--- src/sv/tgd_pkg.sv ---
package tgd_pkg;

   localparam int NOW_W         = 32;
   localparam int CFG_W         = 16;
   localparam int CSR_ADDR_W    = 3;
   localparam int REQ_TDATA_W   = 40;
   localparam int RSP_TDATA_W   = 8;
   localparam int EVQ_DEPTH_DEF = 4;

   typedef enum logic [CSR_ADDR_W-1:0] {
      CSR_DEBOUNCE     = 3'd0,
      CSR_DCLICK_GUARD = 3'd1,
      CSR_MAX_CLICK    = 3'd2,
      CSR_HOLD         = 3'd3,
      CSR_HOLD_NOTIFY  = 3'd4,
      CSR_SINGLE_DELAY = 3'd5,
      CSR_LOCKOUT      = 3'd6
   } csr_idx_type;

   typedef enum logic [5:0] {
      GS_IDLE     = 6'b000001,
      GS_PRESSED  = 6'b000010,
      GS_CLICK    = 6'b000100,
      GS_RELEASED = 6'b001000,
      GS_HOLD     = 6'b010000,
      GS_BOTH     = 6'b100000
   } gst_type;

   typedef enum logic [1:0] {
      EV_HOLD_NOTE = 2'd0,
      EV_HOLD_REL  = 2'd1,
      EV_CLICK     = 2'd2,
      EV_RELEASE   = 2'd3
   } evk_type;

   typedef enum logic [1:0] {
      BTN_LEFT  = 2'd0,
      BTN_RIGHT = 2'd1,
      BTN_BOTH  = 2'd2
   } btn_code_type;

   typedef struct packed {
      logic [CFG_W-1:0] debounce;
      logic [CFG_W-1:0] dclick_guard;
      logic [CFG_W-1:0] max_click;
      logic [CFG_W-1:0] hold;
      logic [CFG_W-1:0] hold_notify;
      logic [CFG_W-1:0] single_delay;
      logic [CFG_W-1:0] lockout;
   } cfg_type;

   localparam cfg_type CFG_RESET = '{
      debounce:     16'd50,
      dclick_guard: 16'd100,
      max_click:    16'd500,
      hold:         16'd1000,
      hold_notify:  16'd3000,
      single_delay: 16'd1500,
      lockout:      16'd500
   };

   typedef struct packed {
      logic [NOW_W-1:0] now_ms;
      logic [1:0]       level;
      logic [1:0]       edge_flag;
   } tick_type;

   typedef struct packed {
      gst_type          gst;
      gst_type          prev;
      logic             is_pressed;
      logic             press_pending;
      logic             release_pending;
      logic             state_changed;
      logic             long_hold_mark;
      logic             edge_pending;
      logic [NOW_W-1:0] press_stamp;
      logic [NOW_W-1:0] release_stamp;
   } btn_type;

   localparam btn_type BTN_RESET = '{
      gst:             GS_IDLE,
      prev:            GS_IDLE,
      is_pressed:      1'b0,
      press_pending:   1'b0,
      release_pending: 1'b0,
      state_changed:   1'b0,
      long_hold_mark:  1'b0,
      edge_pending:    1'b0,
      press_stamp:     '0,
      release_stamp:   '0
   };

   typedef struct packed {
      evk_type      kind;
      btn_code_type button;
   } ev_type;

   typedef struct packed {
      logic [1:0] cnt;
      ev_type     ev0;
      ev_type     ev1;
   } evpair_type;

   typedef struct packed {
      evk_type      kind;
      btn_code_type button;
      logic         last;
   } qent_type;

   // elapsed time since a stamp is within the window; a zero stamp means never, so never inside it
   function automatic logic in_window(logic [NOW_W-1:0] now, logic [NOW_W-1:0] stamp,
                                      logic [CFG_W-1:0] win);
      logic [NOW_W-1:0] dt;
      dt = now - stamp;
      return (dt <= {{(NOW_W-CFG_W){1'b0}}, win}) && (stamp != '0);
   endfunction

   function automatic logic elapsed_ge(logic [NOW_W-1:0] now, logic [NOW_W-1:0] stamp,
                                       logic [CFG_W-1:0] lim);
      logic [NOW_W-1:0] dt;
      dt = now - stamp;
      return dt >= {{(NOW_W-CFG_W){1'b0}}, lim};
   endfunction

   function automatic btn_type sample_btn(btn_type s, logic lvl, logic [NOW_W-1:0] now,
                                          cfg_type c);
      btn_type r;
      r = s;
      if (s.edge_pending) begin
         if (lvl) begin
            if (!in_window(now, s.press_stamp, c.debounce) &&
                !in_window(now, s.release_stamp, c.dclick_guard)) begin
               r.is_pressed    = 1'b1;
               r.press_pending = 1'b1;
               r.press_stamp   = now;
               r.edge_pending  = 1'b0;
            end
         end else begin
            if (!in_window(now, s.release_stamp, c.debounce)) begin
               r.release_pending = 1'b1;
               r.is_pressed      = 1'b0;
               r.release_stamp   = now;
               r.edge_pending    = 1'b0;
            end
         end
      end
      return r;
   endfunction

   function automatic btn_type update_btn(btn_type s, logic [NOW_W-1:0] now, cfg_type c);
      btn_type r;
      gst_type g;
      r      = s;
      r.prev = s.gst;
      g      = s.gst;
      if (s.press_pending) begin
         g               = GS_PRESSED;
         r.press_pending = 1'b0;
      end
      if (g == GS_CLICK && !s.release_pending) begin
         g = GS_IDLE;
      end
      if (s.release_pending) begin
         r.release_stamp   = now;
         r.release_pending = 1'b0;
         g = elapsed_ge(now, s.press_stamp, c.max_click) &&
             !in_window(now, s.press_stamp, c.max_click) &&
             ((now - s.press_stamp) != {{(NOW_W-CFG_W){1'b0}}, c.max_click})
             ? GS_RELEASED : GS_CLICK;
      end
      if (s.is_pressed && elapsed_ge(now, s.press_stamp, c.hold)) begin
         if (elapsed_ge(now, s.press_stamp, c.hold_notify)) begin
            r.long_hold_mark = 1'b1;
         end
         g = GS_HOLD;
      end
      r.gst           = g;
      r.state_changed = (s.gst != g);
      return r;
   endfunction

   function automatic evpair_type push_ev(evpair_type p, evk_type k, btn_code_type b);
      evpair_type r;
      r = p;
      if (p.cnt == 2'd0) begin
         r.ev0 = '{kind: k, button: b};
         r.cnt = 2'd1;
      end else if (p.cnt == 2'd1) begin
         r.ev1 = '{kind: k, button: b};
         r.cnt = 2'd2;
      end
      return r;
   endfunction

endpackage

--- src/sv/tgd_core.sv ---
module tgd_core
   import tgd_pkg::*;
(
   input  logic       clock,
   input  logic       reset,
   input  logic       step,
   input  tick_type   tick,
   input  cfg_type    cfg,
   output evpair_type evs
);

   btn_type          left_ff, right_ff;
   btn_type          left_in, right_in;
   logic [NOW_W-1:0] both_rel_ff, both_rel_in;

   btn_type l0, l1, l2, l3;
   btn_type r0, r1, r2, r3;
   logic    hold_both, lock_over, hold_l, hold_r;
   logic    both_prev, any_changed;

   // left updates, both sample, right updates, both sample again
   always_comb begin
      l0 = left_ff;
      r0 = right_ff;
      l0.edge_pending = left_ff.edge_pending | tick.edge_flag[0];
      r0.edge_pending = right_ff.edge_pending | tick.edge_flag[1];
      l1 = update_btn(l0, tick.now_ms, cfg);
      l2 = sample_btn(l1, tick.level[0], tick.now_ms, cfg);
      r1 = sample_btn(r0, tick.level[1], tick.now_ms, cfg);
      r2 = update_btn(r1, tick.now_ms, cfg);
      l3 = sample_btn(l2, tick.level[0], tick.now_ms, cfg);
      r3 = sample_btn(r2, tick.level[1], tick.now_ms, cfg);
   end

   always_comb begin
      hold_both   = (l3.long_hold_mark || r3.long_hold_mark) &&
                    (l3.state_changed || r3.state_changed);
      lock_over   = elapsed_ge(tick.now_ms, both_rel_ff, cfg.lockout);
      both_prev   = (l3.prev == GS_BOTH) && (r3.prev == GS_BOTH);
      hold_l      = (l3.gst == GS_HOLD) &&
                    elapsed_ge(tick.now_ms, l3.press_stamp, cfg.single_delay) && !both_prev;
      hold_r      = (r3.gst == GS_HOLD) &&
                    elapsed_ge(tick.now_ms, r3.press_stamp, cfg.single_delay) && !both_prev;
      any_changed = l3.state_changed || r3.state_changed;
   end

   always_comb begin
      left_in     = l3;
      right_in    = r3;
      both_rel_in = both_rel_ff;
      evs         = '{cnt: 2'd0, ev0: '{kind: EV_HOLD_NOTE, button: BTN_LEFT},
                      ev1: '{kind: EV_HOLD_NOTE, button: BTN_LEFT}};
      priority if (l3.gst == GS_HOLD && r3.gst == GS_HOLD) begin
         left_in.gst  = GS_BOTH;
         right_in.gst = GS_BOTH;
         if (hold_both) begin
            evs = push_ev(evs, EV_HOLD_NOTE, BTN_BOTH);
         end
      end else if (l3.gst == GS_BOTH || r3.gst == GS_BOTH) begin
         if (hold_both) begin
            evs = push_ev(evs, EV_HOLD_NOTE, BTN_BOTH);
         end
      end else if (hold_l) begin
         if (lock_over && l3.state_changed) begin
            evs = push_ev(evs, EV_HOLD_NOTE, BTN_LEFT);
         end
      end else if (hold_r) begin
         if (lock_over && r3.state_changed) begin
            evs = push_ev(evs, EV_HOLD_NOTE, BTN_RIGHT);
         end
      end else if (l3.gst == GS_CLICK || r3.gst == GS_CLICK) begin
         if (l3.gst == GS_CLICK) begin
            evs = push_ev(evs, EV_CLICK, BTN_LEFT);
            left_in.long_hold_mark = 1'b0;
         end
         if (r3.gst == GS_CLICK) begin
            evs = push_ev(evs, EV_CLICK, BTN_RIGHT);
            right_in.long_hold_mark = 1'b0;
         end
      end else if (l3.gst == GS_RELEASED || r3.gst == GS_RELEASED) begin
         if (l3.prev == GS_BOTH || r3.prev == GS_BOTH) begin
            both_rel_in = tick.now_ms;
            if (any_changed) begin
               evs = push_ev(evs, EV_HOLD_REL, BTN_BOTH);
            end
         end else if (lock_over) begin
            if (l3.gst == GS_RELEASED) begin
               if (l3.state_changed) begin
                  evs = push_ev(evs, (l3.prev == GS_HOLD) ? EV_HOLD_REL : EV_RELEASE,
                                BTN_LEFT);
               end
               left_in.long_hold_mark = 1'b0;
            end
            if (r3.gst == GS_RELEASED) begin
               if (r3.state_changed) begin
                  evs = push_ev(evs, (r3.prev == GS_HOLD) ? EV_HOLD_REL : EV_RELEASE,
                                BTN_RIGHT);
               end
               right_in.long_hold_mark = 1'b0;
            end
         end
      end else begin
      end
   end

   always_ff @(posedge clock) begin
      if (reset) begin
         left_ff     <= BTN_RESET;
         right_ff    <= BTN_RESET;
         both_rel_ff <= '0;
      end else if (step) begin
         left_ff     <= left_in;
         right_ff    <= right_in;
         both_rel_ff <= both_rel_in;
      end
   end

   // an edge is either still pending or has stamped the tick's time
   a_left_edge_kept: assert property (@(posedge clock) disable iff (reset)
      step && tick.edge_flag[0] |=> left_ff.edge_pending ||
         left_ff.press_stamp == $past(tick.now_ms) ||
         left_ff.release_stamp == $past(tick.now_ms))
      else $error("left edge lost");

   a_right_edge_kept: assert property (@(posedge clock) disable iff (reset)
      step && tick.edge_flag[1] |=> right_ff.edge_pending ||
         right_ff.press_stamp == $past(tick.now_ms) ||
         right_ff.release_stamp == $past(tick.now_ms))
      else $error("right edge lost");

   // two events only come from the per-button loops, left first
   a_pair_order: assert property (@(posedge clock) disable iff (reset)
      step && evs.cnt == 2'd2 |-> evs.ev0.button == BTN_LEFT && evs.ev1.button == BTN_RIGHT)
      else $error("event pair out of order");

endmodule

--- src/sv/tgd_evq.sv ---
module tgd_evq
   import tgd_pkg::*;
#(
   parameter int DEPTH = EVQ_DEPTH_DEF
) (
   input  logic       clock,
   input  logic       reset,
   input  logic       push,
   input  evpair_type pair,
   output logic       room,
   output logic       m_valid,
   input  logic       m_ready,
   output qent_type   m_data
);

   localparam int PW = $clog2(DEPTH);
   localparam int CW = $clog2(DEPTH + 1);

   qent_type        mem_ff [DEPTH];
   logic [PW-1:0]   wr_ptr_ff, wr_ptr_in, rd_ptr_ff, rd_ptr_in;
   logic [PW-1:0]   wr_ptr_nx;
   logic [CW-1:0]   count_ff, count_in;
   logic [1:0]      n_push;
   logic            pop;
   qent_type        ent0, ent1;

   function automatic logic [PW-1:0] inc_ptr(logic [PW-1:0] p);
      return (p == PW'(DEPTH - 1)) ? '0 : p + PW'(1);
   endfunction

   always_comb begin
      n_push    = push ? pair.cnt : 2'd0;
      pop       = m_valid && m_ready;
      wr_ptr_nx = inc_ptr(wr_ptr_ff);
      ent0      = '{kind: pair.ev0.kind, button: pair.ev0.button, last: (pair.cnt == 2'd1)};
      ent1      = '{kind: pair.ev1.kind, button: pair.ev1.button, last: 1'b1};
      unique case (n_push)
         2'd1:    wr_ptr_in = wr_ptr_nx;
         2'd2:    wr_ptr_in = inc_ptr(wr_ptr_nx);
         default: wr_ptr_in = wr_ptr_ff;
      endcase
      rd_ptr_in = pop ? inc_ptr(rd_ptr_ff) : rd_ptr_ff;
      count_in  = count_ff + CW'(n_push) - CW'(pop);
   end

   assign room    = (count_ff <= CW'(DEPTH - 2));
   assign m_valid = (count_ff != '0);
   assign m_data  = mem_ff[rd_ptr_ff];

   always_ff @(posedge clock) begin
      if (n_push != 2'd0) begin
         mem_ff[wr_ptr_ff] <= ent0;
      end
      if (n_push == 2'd2) begin
         mem_ff[wr_ptr_nx] <= ent1;
      end
   end

   always_ff @(posedge clock) begin
      if (reset) begin
         wr_ptr_ff <= '0;
         rd_ptr_ff <= '0;
         count_ff  <= '0;
      end else begin
         wr_ptr_ff <= wr_ptr_in;
         rd_ptr_ff <= rd_ptr_in;
         count_ff  <= count_in;
      end
   end

   a_no_overflow: assert property (@(posedge clock) disable iff (reset)
      count_ff <= CW'(DEPTH))
      else $error("event queue overflow");

   a_push_has_room: assert property (@(posedge clock) disable iff (reset)
      push |-> room)
      else $error("push without two free slots");

   a_pair_fill: assert property (@(posedge clock) disable iff (reset)
      n_push == 2'd2 && !pop |=> count_ff == $past(count_ff) + CW'(2))
      else $error("pair push miscounted");

endmodule

--- src/sv/two_button_gesture_detector.sv ---
// Two-button click and hold detector. Each req word is one update tick (time in ms,
// both pin levels, both edge flags) and yields zero, one or two event words on rsp;
// rsp_tlast marks the final event of a tick. A tick is taken every cycle while the
// event queue (EVQ_DEPTH entries) has two free slots; events leave at one word per
// cycle while rsp_tready is high, so sustained rate is one tick per cycle for ticks
// with at most one event and one event per cycle otherwise. A tick passes the input
// register, then the gesture logic writes its events into the queue. Registers are
// written on csr_we, index on csr_addr, and must only change while the block is idle.
module two_button_gesture_detector
   import tgd_pkg::*;
#(
   parameter int EVQ_DEPTH = EVQ_DEPTH_DEF
) (
   input  logic                   clock,
   input  logic                   reset,
   input  logic                   req_tvalid,
   output logic                   req_tready,
   // [31:0] now_ms, [32] left_level, [33] right_level, [34] left_edge, [35] right_edge
   input  logic [REQ_TDATA_W-1:0] req_tdata,
   output logic                   rsp_tvalid,
   input  logic                   rsp_tready,
   // [1:0] event_button
   output logic [RSP_TDATA_W-1:0] rsp_tdata,
   // [1:0] event_kind
   output logic [1:0]             rsp_tuser,
   output logic                   rsp_tlast,
   input  logic                   csr_we,
   input  logic [CSR_ADDR_W-1:0]  csr_addr,
   input  logic [CFG_W-1:0]       csr_wdata
);

   cfg_type    cfg_ff;
   logic       in_valid_ff;
   tick_type   in_tick_ff;
   logic       room, fire;
   evpair_type evs;
   qent_type   q_data;

   always_ff @(posedge clock) begin
      if (reset) begin
         cfg_ff <= CFG_RESET;
      end else if (csr_we) begin
         unique case (csr_idx_type'(csr_addr))
            CSR_DEBOUNCE:     cfg_ff.debounce     <= csr_wdata;
            CSR_DCLICK_GUARD: cfg_ff.dclick_guard <= csr_wdata;
            CSR_MAX_CLICK:    cfg_ff.max_click    <= csr_wdata;
            CSR_HOLD:         cfg_ff.hold         <= csr_wdata;
            CSR_HOLD_NOTIFY:  cfg_ff.hold_notify  <= csr_wdata;
            CSR_SINGLE_DELAY: cfg_ff.single_delay <= csr_wdata;
            CSR_LOCKOUT:      cfg_ff.lockout      <= csr_wdata;
            default: ;
         endcase
      end
   end

   assign fire       = in_valid_ff && room;
   assign req_tready = !in_valid_ff || fire;

   always_ff @(posedge clock) begin
      if (reset) begin
         in_valid_ff <= 1'b0;
      end else if (req_tready) begin
         in_valid_ff <= req_tvalid;
      end
   end

   always_ff @(posedge clock) begin
      if (req_tready && req_tvalid) begin
         in_tick_ff <= '{now_ms:    req_tdata[NOW_W-1:0],
                         level:     {req_tdata[33], req_tdata[32]},
                         edge_flag: {req_tdata[35], req_tdata[34]}};
      end
   end

   tgd_core u_core (
      .clock (clock),
      .reset (reset),
      .step  (fire),
      .tick  (in_tick_ff),
      .cfg   (cfg_ff),
      .evs   (evs)
   );

   tgd_evq #(
      .DEPTH (EVQ_DEPTH)
   ) u_evq (
      .clock   (clock),
      .reset   (reset),
      .push    (fire),
      .pair    (evs),
      .room    (room),
      .m_valid (rsp_tvalid),
      .m_ready (rsp_tready),
      .m_data  (q_data)
   );

   assign rsp_tdata = {{(RSP_TDATA_W-2){1'b0}}, q_data.button};
   assign rsp_tuser = q_data.kind;
   assign rsp_tlast = q_data.last;

endmodule

--- config.mk ---
export PLATFORM = sky130hd
export DESIGN_NAME = two_button_gesture_detector
export DESIGN_NICKNAME = d
export VERILOG_FILES = /design/src/sv/tgd_pkg.sv /design/src/sv/tgd_core.sv /design/src/sv/tgd_evq.sv /design/src/sv/two_button_gesture_detector.sv
export SDC_FILE = /design/constraint.sdc
export NUM_CORES = 2
export LEC_CHECK = 0
export BUFFER_PORTS_ARGS = -buffer_cell sky130_fd_sc_hd__buf_2
export CAP_MARGIN = 25
export CORE_MARGIN = 4
export CORE_UTILIZATION = 66
export DETAILED_ROUTE_END_ITERATION = 10
export PLACE_DENSITY = 0.79
export SYNTH_ARGS = -nofsm -noshare
export SYNTH_HDL_FRONTEND = slang
export SYNTH_SLANG_ARGS = --single-unit
--- constraint.sdc ---
create_clock -name clock -period 18.5 [get_ports clock]
set_input_delay 1.85 -clock clock [delete_from_list [all_inputs] [get_ports clock]]
set_output_delay 1.85 -clock clock [all_outputs]
set_load 0.005 [all_outputs]
==> results.toml <==
[run_status]
outcome = "completed"

[sta]
setup_viol = 0
fmax_mhz = 56.69
period_minus_slack_ns = 17.64
period_share = 0.9535
slew_headroom = 0.1557
worst_clock_skew_ns = 0.02776
hold_viol = 0
worst-slew-pin-transition_ns = 1.263
drv_slew = 0

[yosys]
ys_seq_elements = 360
synth_ff_type = "dfxtp_1"
synth_top_area_share = 0.1918
synthCells = 6083
synth-edff-count = 48
netlist_area_sq_um = 45800
synth.area.top_cells = "ha_1 (19%), dfxtp_1 (14%), a21oi_1 (7.8%), nor2_1 (5.2%), nand2_1 (4.1%)"
synth.distinct_cells = 129
yosysWarnings = 0
syn_avg_cell_area_sq_um = 7.529
async_flop_share = 0
netlist.top_cell.by_area = "ha_1"
yosysSeqAreaShare = 0.1679

[cells_and_area]
area_delta_synth_final_pct = 6.863
nNetsFinal = 6855
postLayoutCoreUtil = 0.7123
regArea_sq_um = 7689
fillCellCount = 5920
layout-drive-gt1-share = 0.08113
multi_input_area_sq_um = 35710

[global_route]
antenna_found_initial = 4
grt_pass1_vias = 44270
grt_pass1_wl_um = 253300
grtUsageTotal = 0.4328
grt_util_met3 = 0.09298
grt_util_met2 = 0.6876
use_met1 = 0.5441
grt_overflow_total = 0
grt_max_degree = 95
grt_busiest_layer = "met2"

[floorplan]
fp-row-count = 96
die_area_sq_um = 73670
ioPinCount = 77
initial_core_util = 0.6666
die_height_um = 271.4
core_region_area_sq_um = 68710
die_x_um = 271.4

[critical_path]
r2r_cells = 72
cp_max_fo = 31
cpMaxStageDelayCell = "or4_1"
reg2reg_to = "u_evq.count_ff[2]"
cp_num_buf_inv = 7
crit_family = "compound AO/OA/AOI/OAI gates"
cp_data_arrival_time_ns = 18.11
critPathRequiredTime_ns = 18.98
r2r_slack_ns = 0.86
r2r_start = "in_tick_ff[5]"
criticalPathCategory = "register to register"
worst_setup_path_end_kind = "register"
max_stage_delay_ns = 0.50
cp-start-kind = "register"
crit_top_cell = "ha_1"

[drt]
post_drt_via_cell_ratio = 6.779
wl_um = 167600
drtIter0Drc = 5011
drtPass1Iterations = 8
ant_nets = 0
post_drt_wl_per_cell_um = 23.78
vias = 47780
drc = 0

[power_and_ir_drop]
leakage_nw = 19.68
power_mw = 4.493
ir_drop_uv = 89.70
powerDensity_nw_per_um2 = 91.80

[cts]
clock_sinks = 360
cts_buffers = 46
cts_tree = "yes"
htree_levels = 2
path_clk_slew_ns = 0.06
cts-root-buf = "clkbuf_16"
clk_latency_ns = 0.62
clockBufferDepth = 3

[placement]
dp_hpwl_um = 131400
portBuffers = 66
place_congestion = 1.056

[run]
maxCapViolations = 0

[worst_hold_path]
holdPathEnd = "cfg_ff[79]"
holdPathStages = 2
min_from = "cfg_ff[79]"
hold_path.class = "register to register"
## cell usage after synthesis, types with 32 or more instances
cell type  count
dfxtp_1      312
mux2i_1      134
nor3_1       125
a211oi_1      84
nand3_1      110
clkbuf_1     173
ha_1         702
xor2_1        82
nand2_1      505
mux2_2        97
o211ai_1      92
inv_1        418
o21ai_0      277
nor2_1       636
o21bai_1      32
edfxtp_1      48
xnor2_1      125
nand2b_1      93
a21oi_1      712
a31oi_1       51
buf_2         40
nor2b_1       80
or3_1         34
nor4_1        87
nand4_1      123
and3_1        44
o21a_1       110
a21o_1       152
## through the flow
step	setup WS [ns]	TNS, ns	std cells	instance area [sq um]	hold slack (ns)
4_1_cts	0.3633	0	7041	48800	0.4547
6_report	0.8609	0	7048	48940	0.4536
3_5_place_dp	0.4439	0	6956	47240	0.4463
5_1_grt	-0.002435	-0.002435	7045	48930	0.4672
2_1_floorplan	2.333	0	6088	45820	0.4363
3_3_place_gp	0.7271	0	6954	47230	0.4428
## per-layer routing
metal | up-vias | routed length, um | share of wire
met5 | - | 17 | 0.00010
met4 | 2 | 11860 | 0.071
met3 | 576 | 18890 | 0.11
met2 | 2500 | 72230 | 0.43
met1 | 22280 | 64570 | 0.39
li1 | 22430 | - | -
## sequential cells by signal, indices dropped and copies added, names as in the netlist, 2 cells and up, named ones only
register and cells:
cfg_ff 112, u_core.l0 74, u_core.r0 74, in_tick_ff 36
u_core.both_rel_ff 32, u_evq.mem_ff 20, u_evq.count_ff 3, u_evq.rd_ptr_ff 2
u_evq.wr_ptr_ff 2
## power by group
group          switching (mW)  total, mW  internal (mW)
logic                    1.63       2.63           1.01
registers              0.0578      0.900          0.843
clock network           0.406      0.960          0.554
## repair_timing
| action | 4_1_cts | 5_1_grt |
|---|---|---|
| setup buffers | 0 | 1 |
| resized for setup | 0 | 22 |
| endpoints found under the setup margin | 0 | 69 |
| hold buffers | 0 | 0 |
| hold endpoints to repair | 0 | 0 |
## cells in the final DEF, fill, tap and decap left out, types with 32 or more instances in the layout
cell	count
a211oi_1	83
a21o_1	152
a21oi_1	711
a31oi_1	51
and3_1	44
buf_2	67
buf_4	109
clkbuf_16	46
dfxtp_1	311
edfxtp_1	48
ha_1	702
inv_1	418
mux2_2	97
mux2i_1	134
nand2_1	502
nand2b_1	92
nand3_1	110
nand4_1	123
nor2_1	635
nor2b_1	79
nor3_1	122
nor4_1	85
o211ai_1	92
o21a_1	109
o21ai_0	275
o21bai_1	32
or3_1	34
xnor2_1	124
xor2_1	80
## area by class of cell
class	count	area share
sequential	360	0.1571
clock inverter	32	0.007593
inverter	420	0.03221
timing repair buffer	181	0.02513
multi-input combinational	5068	0.7295
tap	931	0.02380
clock buffer	53	0.02447
antenna	3	0.0001534
## logic make-up (layout without fill, tap and decap cells)
kind of cell,count (synthesis),count (layout),share of synthesized area
adders and majority gates,714,714,0.1970
buffers and inverters,660,686,0.05584
xor gates and xnor gates,208,208,0.03994
muxes,238,238,0.05617
and+or+nand+nor,2011,2011,0.2142
AOI/OAI and AO/OA,1891,1891,0.2689
DFF,360,360,0.1679
other,1,9,0.00008188
## tightest hold or removal path: cells and delay by family (launching register included)
family / cells / cell delay [ns]
flops: 1 / 0.31
compound gates: 1 / 0.05
simple gates: 1 / 0.05
## worst max path at each step
stage	slack (ns)	to	cells past startpoint	startpoint
6_report	0.86	u_evq.count_ff[2]	72	in_tick_ff[5]
2_1_floorplan	2.33	u_evq.count_ff[2]	70	in_tick_ff[5]
4_1_cts	0.36	u_evq.count_ff[2]	70	in_tick_ff[10]
3_5_place_dp	0.44	u_evq.count_ff[2]	72	in_tick_ff[5]
5_1_grt	-0.002	u_evq.count_ff[2]	76	in_tick_ff[5]
3_3_place_gp	0.73	u_evq.count_ff[2]	69	in_tick_ff[10]
Note: power is estimated with default switching activity, not from simulation.
